### src/bpp_pkg.sv
// ---------------------------------------------------------------------------
// bpp_pkg: shared types and constants for the primary block parser
// Byte classification, queue entry, result record and decode codes.
// ---------------------------------------------------------------------------
`timescale 1ns / 1ps

package bpp_pkg;

	localparam logic [7:0] VERSION_BPV6 = 8'd6;
	localparam logic [4:0] BASE_FIELDS  = 5'd14;
	localparam logic [4:0] FRAG_FIELDS  = 5'd2;

	localparam int Q_DEPTH = 4;
	localparam int Q_AW    = $clog2(Q_DEPTH);
	localparam int Q_CW    = $clog2(Q_DEPTH + 1);

	typedef enum logic [1:0] {
		PH_IDLE,
		PH_PARSE
	} phase_t;

	typedef enum logic [2:0] {
		ST_OK     = 3'd0,
		ST_BADVER = 3'd1,
		ST_DICT   = 3'd2,
		ST_TRUNC  = 3'd3,
		ST_OVF    = 3'd4
	} status_t;

	// one classified input beat
	typedef struct packed {
		logic       first;
		logic       fin;
		logic       cont;
		logic       ver_ok;
		logic [6:0] low;
	} item_t;

	typedef struct packed {
		logic [3:0]  idx;
		logic [63:0] value;
		logic        valid;
		logic        done;
		status_t     status;
		logic [7:0]  used;
	} result_t;

endpackage

### src/bundle_primary_block_parser.sv
// A byte beat is written into the queue when it is accepted and decoded when it reaches the
// queue head; its result is registered in res_q and offered on m_axis.
// Throughput: one byte per cycle while the output is not stalled, set by the single-byte SDNV shift into the decoder.
// A four-entry queue between classifier and decoder absorbs output stalls.
// Reset (arst_n low, asynchronous): queue empty, parser idle, no result pending.
// ---------------------------------------------------------------------------
// bundle_primary_block_parser: bundle primary block field decoder
// Decodes the version byte and the SDNV fields of a primary block, one byte a beat.
// ---------------------------------------------------------------------------
`timescale 1ns / 1ps

module bundle_primary_block_parser (
	input  logic        clk,
	input  logic        arst_n,
	input  logic        s_axis_tvalid,
	output logic        s_axis_tready,
	input  logic [7:0]  s_axis_tdata,   // [7:0] data_byte
	input  logic        s_axis_tuser,   // [0] first
	input  logic        s_axis_tlast,   // final_byte
	output logic        m_axis_tvalid,
	input  logic        m_axis_tready,
	output logic [79:0] m_axis_tdata,   // [3:0] field_index, [67:4] field_value,
	                                    // [70:68] status, [78:71] bytes_used, [79] zero
	output logic        m_axis_tuser,   // [0] field_valid
	output logic        m_axis_tlast    // done_res
);

	logic            q_ready;
	logic            q_push;
	bpp_pkg::item_t  push_item;
	logic            q_valid;
	bpp_pkg::item_t  q_item;
	logic            pop;

	bpp_front u_front (
		.s_axis_tvalid (s_axis_tvalid),
		.s_axis_tready (s_axis_tready),
		.s_axis_tdata  (s_axis_tdata),
		.s_axis_tuser  (s_axis_tuser),
		.s_axis_tlast  (s_axis_tlast),
		.q_ready       (q_ready),
		.q_push        (q_push),
		.q_item        (push_item)
	);

	bpp_queue u_queue (
		.clk       (clk),
		.arst_n    (arst_n),
		.push      (q_push),
		.push_item (push_item),
		.ready     (q_ready),
		.q_valid   (q_valid),
		.q_item    (q_item),
		.pop       (pop)
	);

	bpp_back u_back (
		.clk           (clk),
		.arst_n        (arst_n),
		.q_valid       (q_valid),
		.q_item        (q_item),
		.pop           (pop),
		.m_axis_tvalid (m_axis_tvalid),
		.m_axis_tready (m_axis_tready),
		.m_axis_tdata  (m_axis_tdata),
		.m_axis_tuser  (m_axis_tuser),
		.m_axis_tlast  (m_axis_tlast)
	);

endmodule

### src/bpp_front.sv
// ---------------------------------------------------------------------------
// bpp_front: input side of the primary block parser
// Takes byte beats and classifies them for the decode queue.
// ---------------------------------------------------------------------------
`timescale 1ns / 1ps

module bpp_front (
	input  logic            s_axis_tvalid,
	output logic            s_axis_tready,
	input  logic [7:0]      s_axis_tdata,   // [7:0] data_byte
	input  logic            s_axis_tuser,   // [0] first
	input  logic            s_axis_tlast,   // final_byte
	input  logic            q_ready,
	output logic            q_push,
	output bpp_pkg::item_t  q_item
);

	assign s_axis_tready = q_ready;
	assign q_push        = s_axis_tvalid && q_ready;

	always_comb begin
		q_item.first  = s_axis_tuser;
		q_item.fin    = s_axis_tlast;
		q_item.cont   = s_axis_tdata[7];
		q_item.ver_ok = (s_axis_tdata == bpp_pkg::VERSION_BPV6);
		q_item.low    = s_axis_tdata[6:0];
	end

endmodule

### src/bpp_queue.sv
// ---------------------------------------------------------------------------
// bpp_queue: short queue between classifier and decoder
// Lets the input side keep taking beats while the decoder stalls.
// ---------------------------------------------------------------------------
`timescale 1ns / 1ps

module bpp_queue (
	input  logic            clk,
	input  logic            arst_n,
	input  logic            push,
	input  bpp_pkg::item_t  push_item,
	output logic            ready,
	output logic            q_valid,
	output bpp_pkg::item_t  q_item,
	input  logic            pop
);

	bpp_pkg::item_t                mem_q [bpp_pkg::Q_DEPTH];
	logic [bpp_pkg::Q_AW-1:0]      wptr_q;
	logic [bpp_pkg::Q_AW-1:0]      rptr_q;
	logic [bpp_pkg::Q_CW-1:0]      count_q;

	assign ready   = (count_q != bpp_pkg::Q_CW'(bpp_pkg::Q_DEPTH));
	assign q_valid = (count_q != '0);
	assign q_item  = mem_q[rptr_q];

	always_ff @(posedge clk) begin
		if (push) begin
			mem_q[wptr_q] <= push_item;
		end
	end

	always_ff @(posedge clk or negedge arst_n) begin
		if (!arst_n) begin
			wptr_q  <= '0;
			rptr_q  <= '0;
			count_q <= '0;
		end else begin
			if (push) begin
				wptr_q <= wptr_q + 1'b1;
			end
			if (pop) begin
				rptr_q <= rptr_q + 1'b1;
			end
			if (push && !pop) begin
				count_q <= count_q + 1'b1;
			end else if (pop && !push) begin
				count_q <= count_q - 1'b1;
			end
		end
	end

	a_no_overfill: assert property (@(posedge clk) disable iff (!arst_n)
		count_q <= bpp_pkg::Q_CW'(bpp_pkg::Q_DEPTH))
		else $error("queue count beyond depth");

	a_pop_needs_entry: assert property (@(posedge clk) disable iff (!arst_n)
		pop |-> count_q != '0)
		else $error("pop from empty queue");

	a_count_tracks: assert property (@(posedge clk) disable iff (!arst_n)
		(push && !pop) |=> count_q == $past(count_q) + 1'b1)
		else $error("queue count missed a push");

endmodule

### src/bpp_back.sv
// ---------------------------------------------------------------------------
// bpp_back: SDNV decoder and result register
// Decodes one queued byte per cycle while the output is not stalled and holds the result for the output bus.
// ---------------------------------------------------------------------------
`timescale 1ns / 1ps

module bpp_back (
	input  logic            clk,
	input  logic            arst_n,
	input  logic            q_valid,
	input  bpp_pkg::item_t  q_item,
	output logic            pop,
	output logic            m_axis_tvalid,
	input  logic            m_axis_tready,
	output logic [79:0]     m_axis_tdata,   // [3:0] field_index, [67:4] field_value,
	                                        // [70:68] status, [78:71] bytes_used, [79] zero
	output logic            m_axis_tuser,   // [0] field_valid
	output logic            m_axis_tlast    // done_res
);

	bpp_pkg::phase_t   phase_q, phase_d;
	logic [3:0]        fn_q, fn_d;
	logic [63:0]       acc_q, acc_d;
	logic [7:0]        bc_q, bc_d;
	logic              frag_q, frag_d;
	logic              ovalid_q;
	bpp_pkg::result_t  res_q;

	logic              emit;
	bpp_pkg::result_t  res;
	logic [7:0]        bc_inc;
	logic [63:0]       acc_sh;
	logic [4:0]        next_fn;
	logic [4:0]        total;

	assign pop = q_valid && (!ovalid_q || m_axis_tready);

	// next state
	always_comb begin
		phase_d = phase_q;
		if (q_item.first) begin
			phase_d = (q_item.ver_ok && !q_item.fin) ? bpp_pkg::PH_PARSE : bpp_pkg::PH_IDLE;
		end else if (emit && res.done) begin
			phase_d = bpp_pkg::PH_IDLE;
		end
	end

	// decode outputs
	always_comb begin
		fn_d    = fn_q;
		acc_d   = acc_q;
		bc_d    = bc_q;
		frag_d  = frag_q;
		emit    = 1'b0;
		bc_inc  = (bc_q == 8'hFF) ? bc_q : bc_q + 8'd1;
		acc_sh  = {acc_q[56:0], q_item.low};
		next_fn = {1'b0, fn_q} + 5'd1;
		total   = bpp_pkg::BASE_FIELDS;
		res.idx    = fn_q;
		res.value  = '0;
		res.valid  = 1'b0;
		res.done   = 1'b0;
		res.status = bpp_pkg::ST_OK;
		res.used   = '0;

		if (q_item.first) begin
			fn_d   = '0;
			acc_d  = '0;
			frag_d = 1'b0;
			bc_d   = 8'd1;
			res.idx  = '0;
			res.used = 8'd1;
			if (!q_item.ver_ok) begin
				emit       = 1'b1;
				res.done   = 1'b1;
				res.status = bpp_pkg::ST_BADVER;
			end else if (q_item.fin) begin
				emit       = 1'b1;
				res.done   = 1'b1;
				res.status = bpp_pkg::ST_TRUNC;
			end
		end else if (phase_q == bpp_pkg::PH_PARSE) begin
			bc_d     = bc_inc;
			res.used = bc_inc;
			if (acc_q[63:57] != '0) begin
				// a set bit would leave the 64-bit value
				emit       = 1'b1;
				res.done   = 1'b1;
				res.status = bpp_pkg::ST_OVF;
			end else if (q_item.cont) begin
				acc_d = acc_sh;
				if (q_item.fin) begin
					emit       = 1'b1;
					res.done   = 1'b1;
					res.status = bpp_pkg::ST_TRUNC;
				end
			end else begin
				acc_d     = '0;
				emit      = 1'b1;
				res.valid = 1'b1;
				res.value = acc_sh;
				if (fn_q == '0) begin
					frag_d = acc_sh[0];
				end
				total = bpp_pkg::BASE_FIELDS + (frag_d ? bpp_pkg::FRAG_FIELDS : 5'd0);
				if (fn_q == 4'(bpp_pkg::BASE_FIELDS - 5'd1) && acc_sh != '0) begin
					res.done   = 1'b1;
					res.status = bpp_pkg::ST_DICT;
				end else if (next_fn >= total) begin
					res.done   = 1'b1;
					res.status = bpp_pkg::ST_OK;
				end else begin
					fn_d = next_fn[3:0];
					if (q_item.fin) begin
						res.done   = 1'b1;
						res.status = bpp_pkg::ST_TRUNC;
					end else begin
						res.used = '0;
					end
				end
			end
		end
	end

	always_ff @(posedge clk or negedge arst_n) begin
		if (!arst_n) begin
			phase_q  <= bpp_pkg::PH_IDLE;
			fn_q     <= '0;
			acc_q    <= '0;
			bc_q     <= '0;
			frag_q   <= 1'b0;
			ovalid_q <= 1'b0;
		end else begin
			if (pop) begin
				phase_q <= phase_d;
				fn_q    <= fn_d;
				acc_q   <= acc_d;
				bc_q    <= bc_d;
				frag_q  <= frag_d;
				ovalid_q <= emit;
			end else if (m_axis_tready) begin
				ovalid_q <= 1'b0;
			end
		end
	end

	// result payload, no reset
	always_ff @(posedge clk) begin
		if (pop && emit) begin
			res_q <= res;
		end
	end

	assign m_axis_tvalid = ovalid_q;
	assign m_axis_tdata  = {1'b0, res_q.used, res_q.status, res_q.value, res_q.idx};
	assign m_axis_tuser  = res_q.valid;
	assign m_axis_tlast  = res_q.done;

	a_err_is_last: assert property (@(posedge clk) disable iff (!arst_n)
		(ovalid_q && res_q.status != bpp_pkg::ST_OK) |-> res_q.done)
		else $error("error status on a result that does not end the block");

	a_used_only_done: assert property (@(posedge clk) disable iff (!arst_n)
		(ovalid_q && !res_q.done) |-> (res_q.used == '0))
		else $error("byte count shown before the block ends");

	a_value_only_field: assert property (@(posedge clk) disable iff (!arst_n)
		(ovalid_q && !res_q.valid) |-> (res_q.value == '0))
		else $error("value on a result without a field");

	a_idle_after_done: assert property (@(posedge clk) disable iff (!arst_n)
		(pop && emit && res.done) |=> (phase_q == bpp_pkg::PH_IDLE))
		else $error("parser still active after a final result");

endmodule
### config.mk
export PLATFORM = sky130hd
export DESIGN_NAME = bundle_primary_block_parser
export DESIGN_NICKNAME = d
export VERILOG_FILES = /design/src/bpp_pkg.sv /design/src/bundle_primary_block_parser.sv /design/src/bpp_front.sv /design/src/bpp_queue.sv /design/src/bpp_back.sv
export SDC_FILE = /design/constraint.sdc
export NUM_CORES = 1
export LEC_CHECK = 0
export ABC_AREA = 1
export ABC_CLOCK_PERIOD_IN_PS = 15200
export BUFFER_PORTS_ARGS = -buffer_cell sky130_fd_sc_hd__buf_2
export CORE_ASPECT_RATIO = 1.25
export CORE_UTILIZATION = 41
export CTS_BUF_LIST = sky130_fd_sc_hd__clkbuf_4 sky130_fd_sc_hd__clkbuf_8 sky130_fd_sc_hd__clkbuf_16
export DETAILED_ROUTE_END_ITERATION = 16
export GPL_TIMING_DRIVEN = 0
export PLACE_DENSITY = 0.63
export SLEW_MARGIN = 20
export SYNTH_ARGS = -nofsm -noshare
export SYNTH_HDL_FRONTEND = slang
export SYNTH_SLANG_ARGS = --single-unit
### constraint.sdc
create_clock -name clk -period 15.2 [get_ports clk]
set_input_delay 1.52 -clock clk [delete_from_list [all_inputs] [get_ports clk]]
set_output_delay 1.52 -clock clk [all_outputs]
set_load 0.01 [all_outputs]
After elaboration in Yosys (flattened, before gate mapping). Memory sizes are Yosys's and may differ from the RTL's. Cells that the tools add are included.

RAM bits: 44. Memories kept: 1. Memory bits (read-only): 0. Bits in latches: 0. Flip-flop bits (word level): 168. Output and inout bits: 84. Logic and storage cells: 116.

Muxes and demuxes: 52. Add/subtract/negate cells: 7. Shift-type cells: 0. Eq/ne operators: 9. Reduce and logical (&&, ||, !) cells: 29. $lt $le $gt $ge: 1. Multipliers: 0. Divide/modulo/power cells: 0. Bitwise logic cells: 1.

Memory list: u_queue.mem_q (words 4, width 11, rd ports 1, clocked after Yosys merged registers in 0, wr ports 1, line bpp_queue.sv:18) `bpp_pkg::item_t mem_q [bpp_pkg::Q_DEPTH];`.

Operators by type and width (count): $mux 64 (4); $mux 65 (1); $mux 8 (8); $reduce_bool 64->1 (1); $mux 4 (12); $mux 12 (2); $mux 1 (20); $add 8x1->8 const B (1); $eq 8x3->1 const B (1); $eq 8x8->1 const B (1); $logic_and 1x1->1 (8); $reduce_bool 2->1 (4); $reduce_bool 7->1 (1); $mux 2 (3); $mux 3 (2); $ne 2x2->1 const B (3); $reduce_and 6->1 (1); $add 4x1->5 const B (1); $add 4x5->5 const A (1); $ge 5x5->1 (1); $add 2x1->2 const B (2); $eq 4x4->1 const B (1); $logic_not 1->1 (4); $logic_not 4->1 (1); 14 further kinds (15).

Longest topological paths before layout. Gate-level depths: netlist of the first run.

Word-level depth: 18. Gate-level depth with buffers: 21.

Modules after synthesis. Synthesis of the first run repeated with hierarchy kept, for this count alone.

Cells, all modules: 867. Area, all modules: 9227.6 sq um.

Modules (own cells, without submodules): bpp_back (times used 1, area an instance 6914.1 sq um, cells each 668); bpp_queue (times used 1, area an instance 2187.1 sq um, cells each 177); bpp_front (times used 1, area an instance 126.4 sq um, cells each 22).

Least setup slack after synthesis of the first run. No wires, ideal clock.

Path type: input-to-reg. Start point: input m_axis_tready. End point: register u_back.res_q (netlist bit u_back.m_axis_tdata[0]), enable pin. Arrival time: 5494 ps. Setup slack: 9183 ps. Stages on the path: 4. Library setup time: 523 ps. Cell sequence: nor2_1 a31oi_1 inv_1 nor2_1.

Word-level cells in the longest chain between the ends: 3.

Ends and longest elaborated chain: from (decl) (line bundle_primary_block_parser.sv:21) `input logic m_axis_tready,`; $logic_or 1x1->1 (line bpp_back.sv:36) `assign pop = q_valid && (!ovalid_q || m_axis_tready);`; $logic_and 1x1->1 (line bpp_back.sv:36); $logic_and 1x1->1 (line bpp_back.sv:149) `if (pop && emit) begin`; to (signal assigned) (line bpp_back.sv:150) `res_q <= res;`; to (decl) (line bpp_back.sv:27) `bpp_pkg::result_t res_q;`.

No other way between the ends. A chain may end at the register's enable or synchronous reset.

Worst setup path in the final report of the first run.
Start point: register u_queue.rptr_q[0] (netlist bit). End point: register u_back.res_q (netlist bit u_back.m_axis_tdata[71]) (data pin).

Word-level cells in the longest chain between the ends: 14. Elaborated cells between the ends (all ways): 17. Those cells by class: add/sub (1); order compare (1); mux (12); reduce/logical (2); memory (1).

Ends and longest elaborated chain: from (decl) (line bpp_queue.sv:20) `logic [bpp_pkg::Q_AW-1:0] rptr_q;`; from (signal assigned) (line bpp_queue.sv:43) `rptr_q <= rptr_q + 1'b1;`; $mem_v2 4x11 (*); $mux 1 (line bpp_back.sv:102) `if (fn_q == '0) begin`; $mux 1 (line bpp_back.sv:90) `end else if (q_item.cont) begin`; $mux 1 (line bpp_back.sv:85) `if (acc_q[63:57] != '0) begin`; $mux 1 (line bpp_back.sv:82) `end else if (phase_q == bpp_pkg::PH_PARSE) begin`; $mux 1 (line bpp_back.sv:66) `if (q_item.first) begin`; $mux 2 (line bpp_back.sv:105) `total = bpp_pkg::BASE_FIELDS + (frag_d ? bpp_pkg::FRAG_FIELDS : 5'd0);`; $add 4x5->5 (line bpp_back.sv:105); $ge 5x5->1 (line bpp_back.sv:109) `end else if (next_fn >= total) begin`; $mux 8 (line bpp_back.sv:109); $mux 8 (line bpp_back.sv:106) `if (fn_q == 4'(bpp_pkg::BASE_FIELDS - 5'd1) && acc_sh != '0) begin`; $mux 8 (line bpp_back.sv:90); $mux 8 (line bpp_back.sv:85); $mux 12 (line bpp_back.sv:82).

Mark *: on every way between the ends. The rest lies on a longest branch, timed or not. The select of a mux whose other input is x is not followed.

==> flow_summary.toml, run 1 <==
[status]
status = "finished clean"

[timing]
hold_viol_final = 0
worst_pin_slew_ns = 1.05
setup-tns-final_ns = 0
min_period_ns = 3.17
drv_slew = 0
finalSetupViolCount = 0
slew_headroom_pct = 29.9
skew_ns = 0.0189
rsz0062_at_grt = "no"
setup_ws_ns = 12.03
whs_ns = 0.514
fmax_mhz = 316
period_share_pct = 20.8

[logic_synthesis]
synth_fa_ha_area_share_pct = 2.06
ys_types = 39
ys_warn_count = 0
yosys.area.top_type = "edfxtp_1"
synthMuxAreaShare_pct = 0
synthArstFlopShare_pct = 40.8
avgSynthCellArea_um2 = 10.6
synth_edf_count = 125
yosys.area.top_type_share_pct = 42.3
synthCells = 838
syn_nets = 866
ys_top_cells_by_area = "edfxtp_1 42%, dfrtp_1 24%, nor2_1 5.6%"
ys_seq_area_share_pct = 66.6
synth_area_um2 = 8870
synth_flop_cell = "edfxtp_1"
synth-seq-cells = 211
synth_compound_area_share_pct = 6.78
synth_xor_area_share_pct = 1.09
yosys.area_share.simple_pct = 16.2
synth_top_family_by_area = "simple AND/OR/NAND/NOR gates"

[power]
p_switching_uw = 849
power_mw = 2.22
power.leakage_nw = 4.38
vdd_drop_max_uv = 132
p_comb_share_pct = 38.9
seq_power_share_pct = 40.1
p_int_mw = 1.37
clock_power_share_pct = 21.0
p_sw_share_pct = 38.3
powerDensity_nw_per_um2 = 213

[layout]
antenna_cells = 0
drive_above_1_share_pct = 18.4
postLayoutCellArea_um2 = 10400
finalNetCount = 989
final_common_cell = "nor2_1"
layout_common_cells = "129 x nor2_1, 125 x edfxtp_1, 121 x buf_2"
final_util_pct = 49.5
area_growth_pct = 17.5
layout.cells.non_filler = 1249

[clocking]
cts_resized = 0
holdBufCountCts = 0
numCtsBuffers = 21
clk_pin_slew_ns = 0.06
cts_setup_buffers = 0
cts_buffer_depth = 3
htreeDepth = 1
clock_latency_ns = 0.50
cts_tree = "built"
root_buffer = "clkbuf_16"
clkSinkCount = 211

[critical_path]
worstSetupPathType = "flip-flop to flip-flop"
critical_path.startpoint_type = "flip-flop"
crit_fanout = 10
rr_startpoint = "u_queue.rptr_q[0]$_DFFE_PN0P_"
cp-end-kind = "flip-flop"
slowest_stage = "ha_1"
path_cells = "buf_2 > inv_2 > buf_2 > nand2_1 > nand3_1 > nand2_1 > nand2_1 > o21ai_0 > inv_1 > ha_1 > inv_1 > nor2_1 > o211ai_1 > o2111ai_1 > inv_1 > nand4_1 > nand2_1 > o21ai_0"
cpMostUsedCell = "nand2_1"
ff2ff_path_depth = 18
ff2ff_setup_slack_ns = 12.03
crit_required_ns = 15.42
cp_slowest_stage_delay_ns = 0.33
r2r_end = "u_back.m_axis_tdata[71]$_SDFFCE_PP1P_"
crit_arrival_ns = 3.39

[detailed_routing]
drc = 0
wl_per_cell_um = 14.4
drt_wl_total_um = 18000
antenna_left = 0
via_per_inst = 4.77
first_pass_iters = 4
drtIter0Drc = 244
dr_total_vias = 5953

[hold_path]
holdCritPathClass = "flip-flop to flip-flop"
worst_hold_path.num_cells = 2
min_to = "u_back.frag_q$_DFFE_PN0P_"
min_from = "u_back.frag_q$_DFFE_PN0P_"

[die]
core_area_um2 = 21000
die_w_um = 134
ios = 98
die_h_um = 166
num_rows = 59
initial_utilization_pct = 42.2
dieArea_um2 = 22200

[global_routing]
grt_first_pass_wirelength_um = 29300
grt_usage_pct = 16.7
grt_pass1_vias = 5884
grt_max_degree = 76
antenna_found_initial = 0
grt_overflow = 0

[flow_run]
maxCapViolCount = 0

[placed_design]
dp_hpwl_um = 13000
io_buffers = 96
placed_area_um2 = 9800
pre_cts_ws_ns = 11.60
globalplace.congestion = 0.805
place_inst = 1212
[metal layers]
layer / up-vias / track usage, % / part of all wire, %
met2: 108 / 29.9 / 51
met3: 28 / 2.65 / 3.8
met5: - / 0 / 0
met4: 0 / 5.19 / 2.6
li1: 3023 / - / -
met1: 2794 / 20.4 / 42
[sequential cells by signal (all words and copies together) (netlist names)]
name / flops
u_queue.rptr_q: 2
u_back.bc_q: 8
u_queue.count_q: 3
u_back.m_axis_tuser: 1
u_back.m_axis_tdata: 79
u_back.m_axis_tlast: 1
u_queue.mem_q: 44
u_back.m_axis_tvalid: 1
u_queue.wptr_q: 2
u_back.fn_q: 4
u_back.phase_q: 1
u_back.acc_q: 64
u_back.frag_q: 1
[Yosys cell counts, types with 2 or more instances]
library cell,number
nor2_1,133
edfxtp_1,125
inv_1,113
nand2_1,107
dfrtp_1,86
nand3_1,80
o21ai_1,64
buf_2,26
o21ai_0,16
ha_1,13
nand4_1,12
xor2_1,10
buf_4,9
a21oi_1,6
o22ai_1,6
inv_2,5
nor3_1,3
a32oi_1,2
o211ai_1,2
[power groups by stage]
| stage | logic (mW) | clock network (mW) | registers, mW |
|---|---|---|---|
| floorplan | 0.488 | 0 | 0.978 |
| detailed placement | 0.872 | 0 | 0.901 |
| global placement | 0.811 | 0 | 0.933 |
| CTS | 0.873 | 0.478 | 0.892 |
| finish | 0.862 | 0.465 | 0.890 |
| global route | 0.963 | 0.499 | 0.907 |
[area by class of cell]
cell class | instances | area [µm²]
timing repair buffer | 100 | 582
buffer | 36 | 201
fill | 1972 | 10600
inverter | 118 | 443
clock buffer | 24 | 548
tap | 274 | 343
multi-input combinational | 473 | 2340
clock inverter | 13 | 62.6
sequential | 211 | 5910
[worst max-delay path: cells and delay by family (launching register included)]
family	cells	cell delay [ns]
AO/OA/AOI/OAI	4	0.64
buffers and inverters	6	0.76
adder cells (fa/ha/maj)	1	0.33
AND/OR/NAND/NOR	7	0.86
flip-flops	1	0.31
[how the worst max path moves through the flow]
stage	startpoint	end	slack, ns	cells past startpoint
6_report	u_queue.rptr_q[0]$_DFFE_PN0P_	u_back.m_axis_tdata[71]$_SDFFCE_PP1P_	12.03	18
5_1_grt	u_queue.rptr_q[0]$_DFFE_PN0P_	u_back.m_axis_tdata[71]$_SDFFCE_PP1P_	11.76	18
4_1_cts	u_queue.rptr_q[0]$_DFFE_PN0P_	u_back.m_axis_tdata[71]$_SDFFCE_PP1P_	12.05	18
3_5_place_dp	m_axis_tready	u_back.m_axis_tdata[65]$_SDFFCE_PP0P_	11.60	7
3_3_place_gp	m_axis_tready	u_back.m_axis_tdata[65]$_SDFFCE_PP0P_	7.35	5
2_1_floorplan	m_axis_tready	u_back.m_axis_tdata[0]$_SDFFCE_PP0P_	9.18	4
[cell families (layout without fill, tap and decap cells)]
kind of cell	Yosys count	after routing
and+or+nand+nor	342	342
DFF	211	211
buffers and inverters	154	291
AOI/OAI and AO/OA	105	105
adders and majority gates	14	14
xor gates and xnor gates	11	11
other	1	1
No activity file was read; power rests on OpenSTA's default activity.
==> inputs of run 2 (changes only) <==
- ABC_CLOCK_PERIOD_IN_PS: 15200 -> 3320
- clock period: 15.2 -> 3.32 ns (I/O delays scaled with it)
==> run 2 against run 1 <==
  * Clock-buffer cell count grew 3
  * Register-to-register slack worse by 12 ns
  * Non-clock buffer count increased by 1
  * Design area up 1.3%
  * Sequential cell count is the same
  * Cell count up 0.32%
  * Total power rose to 4.7 times the previous value
  * Wire length rose by 1.3%
  * Critical path depth stayed put
  * Maximum frequency grew 4.2%
  * Setup slack worse by 12 ns
  * First-iteration DRC count rose by 25%
  * Critical path type unchanged
==> flow_summary.toml, run 2 (synthesis gave the netlist of run 1 again) <==
[timing]
slew_headroom_pct = 30.3
finalSetupViolCount = 0
hold_viol_final = 0
fmax_mhz = 329
min_period_ns = 3.04
worst_pin_slew_ns = 1.04
drv_slew = 0
setup_ws_ns = 0.281
period_share_pct = 91.5
skew_ns = 0.00962
setup-tns-final_ns = 0

[die]
die_w_um = 134
ios = 98
core_area_um2 = 21000
num_rows = 59
dieArea_um2 = 22200
die_h_um = 166
initial_utilization_pct = 42.2

[detailed_routing]
drtIter0Drc = 305
drc = 0
via_per_inst = 4.84
wl_per_cell_um = 14.5
antenna_left = 0
dr_total_vias = 6067
drt_wl_total_um = 18200
first_pass_iters = 5

[layout]
antenna_cells = 0
area_growth_pct = 19.0
layout.cells.non_filler = 1253
regArea_um2 = 5910
largest_register_ffs = 79
layout_common_cells = "130 x nor2_1, 125 x edfxtp_1, 121 x buf_2"
finalNetCount = 991
drive_above_1_share_pct = 19.3
final_common_cell = "nor2_1"
multi_input_area_um2 = 2340
num-fill-cells = 1941

[power]
power_mw = 10.5
power.leakage_nw = 4.45
vdd_drop_max_uv = 708
powerDensity_nw_per_um2 = 993

[global_routing]
grt_max_degree = 77
antenna_found_initial = 0
grt_overflow = 0
grt_usage_pct = 16.9
grt_first_pass_wirelength_um = 30000
grt_pass1_vias = 6013

[placed_design]
io_buffers = 96
globalplace.congestion = 0.804
place_inst = 1212
dp_hpwl_um = 12900
pre_cts_ws_ns = 0.142

[clocking]
cts_setup_buffers = 0
numCtsBuffers = 22
clkSinkCount = 211
cts_buffer_depth = 3
clk_pin_slew_ns = 0.06
root_buffer = "clkbuf_16"
htreeDepth = 1
clock_latency_ns = 0.50
cts_tree = "built"

[critical_path]
critical_path.startpoint_type = "flip-flop"
worstSetupPathType = "flip-flop to flip-flop"
crit_arrival_ns = 3.26
crit_fanout = 10
crit_required_ns = 3.54
crit_end = "u_back.m_axis_tdata[71]$_SDFFCE_PP1P_"
cp-end-kind = "flip-flop"
ff2ff_setup_slack_ns = 0.28
r2r_end = "u_back.m_axis_tdata[71]$_SDFFCE_PP1P_"
rr_startpoint = "u_queue.rptr_q[0]$_DFFE_PN0P_"
critical_path.startpoint = "u_queue.rptr_q[0]$_DFFE_PN0P_"
ff2ff_path_depth = 18

[hold_path]
holdCritPathClass = "input pin to flip-flop"
worst_hold_path.num_cells = 2

[flow_run]
maxCapViolCount = 0

[status]
status = "finished clean"
[run 2: changes by cell type in the layout (fill, tap and decap cells not counted), moves of 2 or more]
cell,previous run,this run
clkinv_2,3,6
bufinv_16,0,2
clkbuf_16,21,23
nand2_2,1,3
clkinv_1,8,2
nand2_1,107,105
[run 2: final cells by class]
class                           instances  share of cell area (%)
Buffer                                 36                    1.91
Clock buffer                           27                    5.79
Clock inverter                         13                    1.16
Inverter                              118                    4.19
Multi-Input combinational cell        473                    22.2
Sequential cell                       211                    55.9
Tap cell                              274                    3.25
Timing Repair Buffer                  101                    5.60
[run 2: critical path, stage by stage, from the launching register on]
cell and delay [ns]:
dfrtp_1 0.31, buf_2 0.18, inv_2 0.07, buf_2 0.19, nand2_1 0.07, nand3_1 0.12
nand2_2 0.16, nand2_1 0.06, o21ai_1 0.15, inv_1 0.12, ha_1 0.32, inv_1 0.06
nor2_1 0.03, o211ai_1 0.14, o2111ai_1 0.16, inv_1 0.12, nand4_1 0.15, nand2_2 0.20
o21ai_0 0.13
[run 2: worst min path at each step]
stage / from / endpoint
2_1_floorplan: arst_n / u_back.acc_q[0]$_DFFE_PN0P_
3_3_place_gp: u_back.frag_q$_DFFE_PN0P_ / u_back.frag_q$_DFFE_PN0P_
3_5_place_dp: arst_n / u_back.bc_q[5]$_DFFE_PN0P_
4_1_cts: m_axis_tready / u_back.m_axis_tvalid$_DFFE_PN0P_
5_1_grt: s_axis_tlast / u_queue.mem_q[2][9]$_DFFE_PP_
6_report: m_axis_tready / u_back.m_axis_tvalid$_DFFE_PN0P_
[run 2: report_power, final]
group	internal (mW)	switching [mW]	total, mW
clock network	1.47	0.981	2.45
logic	1.28	2.68	3.96
registers	3.81	0.269	4.07
total	6.55	3.93	10.5
[run 2: through the flow]
step	instance area [µm²]	util (%)	hold slack (ns)
after floorplan	8880	-	0.0364
after global placement	9700	46.1	0.492
after detailed placement	9800	46.6	0.157
after CTS	10500	50.1	0.0318
after global routing	10600	50.2	0.0343
final	10600	50.2	0.0470
[run 2: per-layer routing]
layer	share of wire [%]	vias to the layer above	track usage (%)
met3	4.5	38	2.62
li1	-	3021	-
met4	3.0	0	6.52
met1	42	2867	20.4
met5	0	-	0
met2	51	141	30.2
[run 2: what timing repair did]
item / in CTS / in global routing
hold buffers: 1 / 0
gates resized for setup: 0 / 3
endpoints found under the setup margin: 0 / 7
hold endpoints to repair: 86 / 0
==> inputs of run 3 (changes only) <==
- CORE_ASPECT_RATIO: 1.25 -> unset
- GPL_TIMING_DRIVEN: 0 -> unset
==> run 3 against run 2 <==
  * Clock skew is 0.0077 ns higher
  * Critical path depth is 3 lower
  * Worst hold slack worse by 0.015 ns
  * Register-to-register slack better by 0.07 ns
  * First-iteration DRC count is 39% higher
  * Via count is 1.7% lower
  * Maximum frequency is 2.5% higher
  * Core utilization is 0.14 points lower
  * Clock-buffer cell count stayed put
  * Combinational power is 3% lower
  * Design area hardly changed
  * Critical path type unchanged
  * Largest power group unchanged
  * Highest routed layer unchanged
==> flow_summary.toml, run 3 (synthesis gave the netlist of run 1 again) <==
[layout]
final_util_pct = 50.0
largest_register_ffs = 79
layout_common_cells = "131 x nor2_1, 125 x edfxtp_1, 113 x inv_1"
final_common_cell = "nor2_1"
finalNetCount = 971
drive_above_1_share_pct = 17.3
antenna_cells = 0
num-fill-cells = 1903
area_growth_pct = 19.0

[detailed_routing]
drt_wl_total_um = 18100
antenna_left = 0
drtIter0Drc = 424
dr_total_vias = 5962
wl_per_cell_um = 14.7
drc = 0
via_per_inst = 4.83
first_pass_iters = 5

[critical_path]
critical_path.startpoint_type = "flip-flop"
critical_path.startpoint = "u_back.fn_q[0]$_DFFE_PN0P_"
crit_end = "u_back.m_axis_tdata[71]$_SDFFCE_PP1P_"
crit_required_ns = 3.56
crit_arrival_ns = 3.20
cp-end-kind = "flip-flop"
crit_fanout = 7
worstSetupPathType = "flip-flop to flip-flop"
ff2ff_setup_slack_ns = 0.36
rr_startpoint = "u_back.fn_q[0]$_DFFE_PN0P_"
ff2ff_path_depth = 15
r2r_end = "u_back.m_axis_tdata[71]$_SDFFCE_PP1P_"

[clocking]
htreeDepth = 1
cts_buffer_depth = 3
numCtsBuffers = 23
cts_tree = "built"
root_buffer = "clkbuf_16"
clk_pin_slew_ns = 0.06
clock_latency_ns = 0.51
clkSinkCount = 211

[timing]
period_share_pct = 89.3
slew_headroom_pct = 35.7
fmax_mhz = 337
hold_viol_final = 0
drv_slew = 0
skew_ns = 0.0173
finalSetupViolCount = 0
min_period_ns = 2.96
setup-tns-final_ns = 0
worst_pin_slew_ns = 0.962
rsz0062_at_grt = "no"
setup_ws_ns = 0.355

[power]
powerDensity_nw_per_um2 = 1010
power.leakage_nw = 4.40
vdd_drop_max_uv = 731
power_mw = 10.6

[global_routing]
grt_pass1_vias = 5801
grt_overflow = 0
grt_first_pass_wirelength_um = 29600
antenna_found_initial = 0
grt_usage_pct = 16.9
grt_max_degree = 71

[placed_design]
io_buffers = 96
pre_cts_ws_ns = 0.283
globalplace.congestion = 0.828
dp_hpwl_um = 12600

[die]
ios = 98
initial_utilization_pct = 42.1
num_rows = 53
dieArea_um2 = 22200
die_w_um = 149
die_h_um = 149
core_area_um2 = 21100

[flow_run]
maxCapViolCount = 0

[hold_path]
holdCritPathClass = "input pin to flip-flop"

[status]
status = "finished clean"
==> run 3: area by class of cell <==
type	instances	area [µm²]	area share, %
inverter	118	445	4.22
clock inverter	15	178	1.68
clock buffer	27	618	5.86
multi-input combinational	473	2340	22.2
sequential	211	5910	56.0
timing repair buffer	116	723	6.85
tap	275	344	3.26
==> run 3: critical path, cell delays in order (launching register included) <==
cell and delay, ns:
dfrtp_1 0.44, inv_1 0.10, ha_1 0.20, nand3_1 0.09, inv_1 0.05, o21ai_0 0.34
inv_1 0.14, ha_1 0.33, inv_1 0.06, nor2_1 0.03, o211ai_1 0.14, o2111ai_1 0.17
inv_1 0.13, nand4_1 0.13, nand2_1 0.25, o21ai_0 0.10
==> run 3: power breakdown <==
part | switching, mW | leakage (nW) | internal, mW | total (mW)
logic | 2.59 | 1.64 | 1.25 | 3.84
registers | 0.319 | 2.38 | 3.80 | 4.12
clock network | 1.01 | 0.388 | 1.64 | 2.65
==> run 3: routing by layer <==
| layer | vias to the layer above | global-route usage, % | part of all wire, % |
|---|---|---|---|
| li1 | 2993 | - | - |
| met3 | 28 | 3.09 | 4.5 |
| met2 | 129 | 27.5 | 47 |
| met1 | 2812 | 23.4 | 46 |
| met4 | 0 | 4.49 | 1.9 |
| met5 | - | 0 | 0 |
==> run 3: how the worst min path moves through the flow <==
stage	from	endpoint	slack (ns)	cells past startpoint
finish	m_axis_tready	u_back.m_axis_tvalid$_DFFE_PN0P_	0.03	2
global route	m_axis_tready	u_back.m_axis_tvalid$_DFFE_PN0P_	0.03	2
CTS	m_axis_tready	u_back.m_axis_tvalid$_DFFE_PN0P_	0.02	2
detailed placement	arst_n	u_back.bc_q[5]$_DFFE_PN0P_	0.50	1
global placement	u_back.fn_q[3]$_DFFE_PN0P_	u_back.fn_q[3]$_DFFE_PN0P_	0.49	2
floorplan	arst_n	u_back.acc_q[0]$_DFFE_PN0P_	0.04	0
==> run 3: what timing repair did <==
| item | CTS | global route |
|---|---|---|
| resized for setup | 0 | 2 |
| hold buffers | 1 | 0 |
| setup buffers | 0 | 0 |
| hold endpoints to repair | 59 | 0 |
| endpoints found under the setup margin | 0 | 6 |
==> run 3: through the flow <==
stage	cells	cell area (µm²)	hold slack [ns]
after floorplan	838	8880	0.0364
final	1235	10600	0.0315
after global placement	1192	9750	0.491
after global routing	1235	10600	0.0277
after detailed placement	1192	9750	0.500
after CTS	1235	10600	0.0232
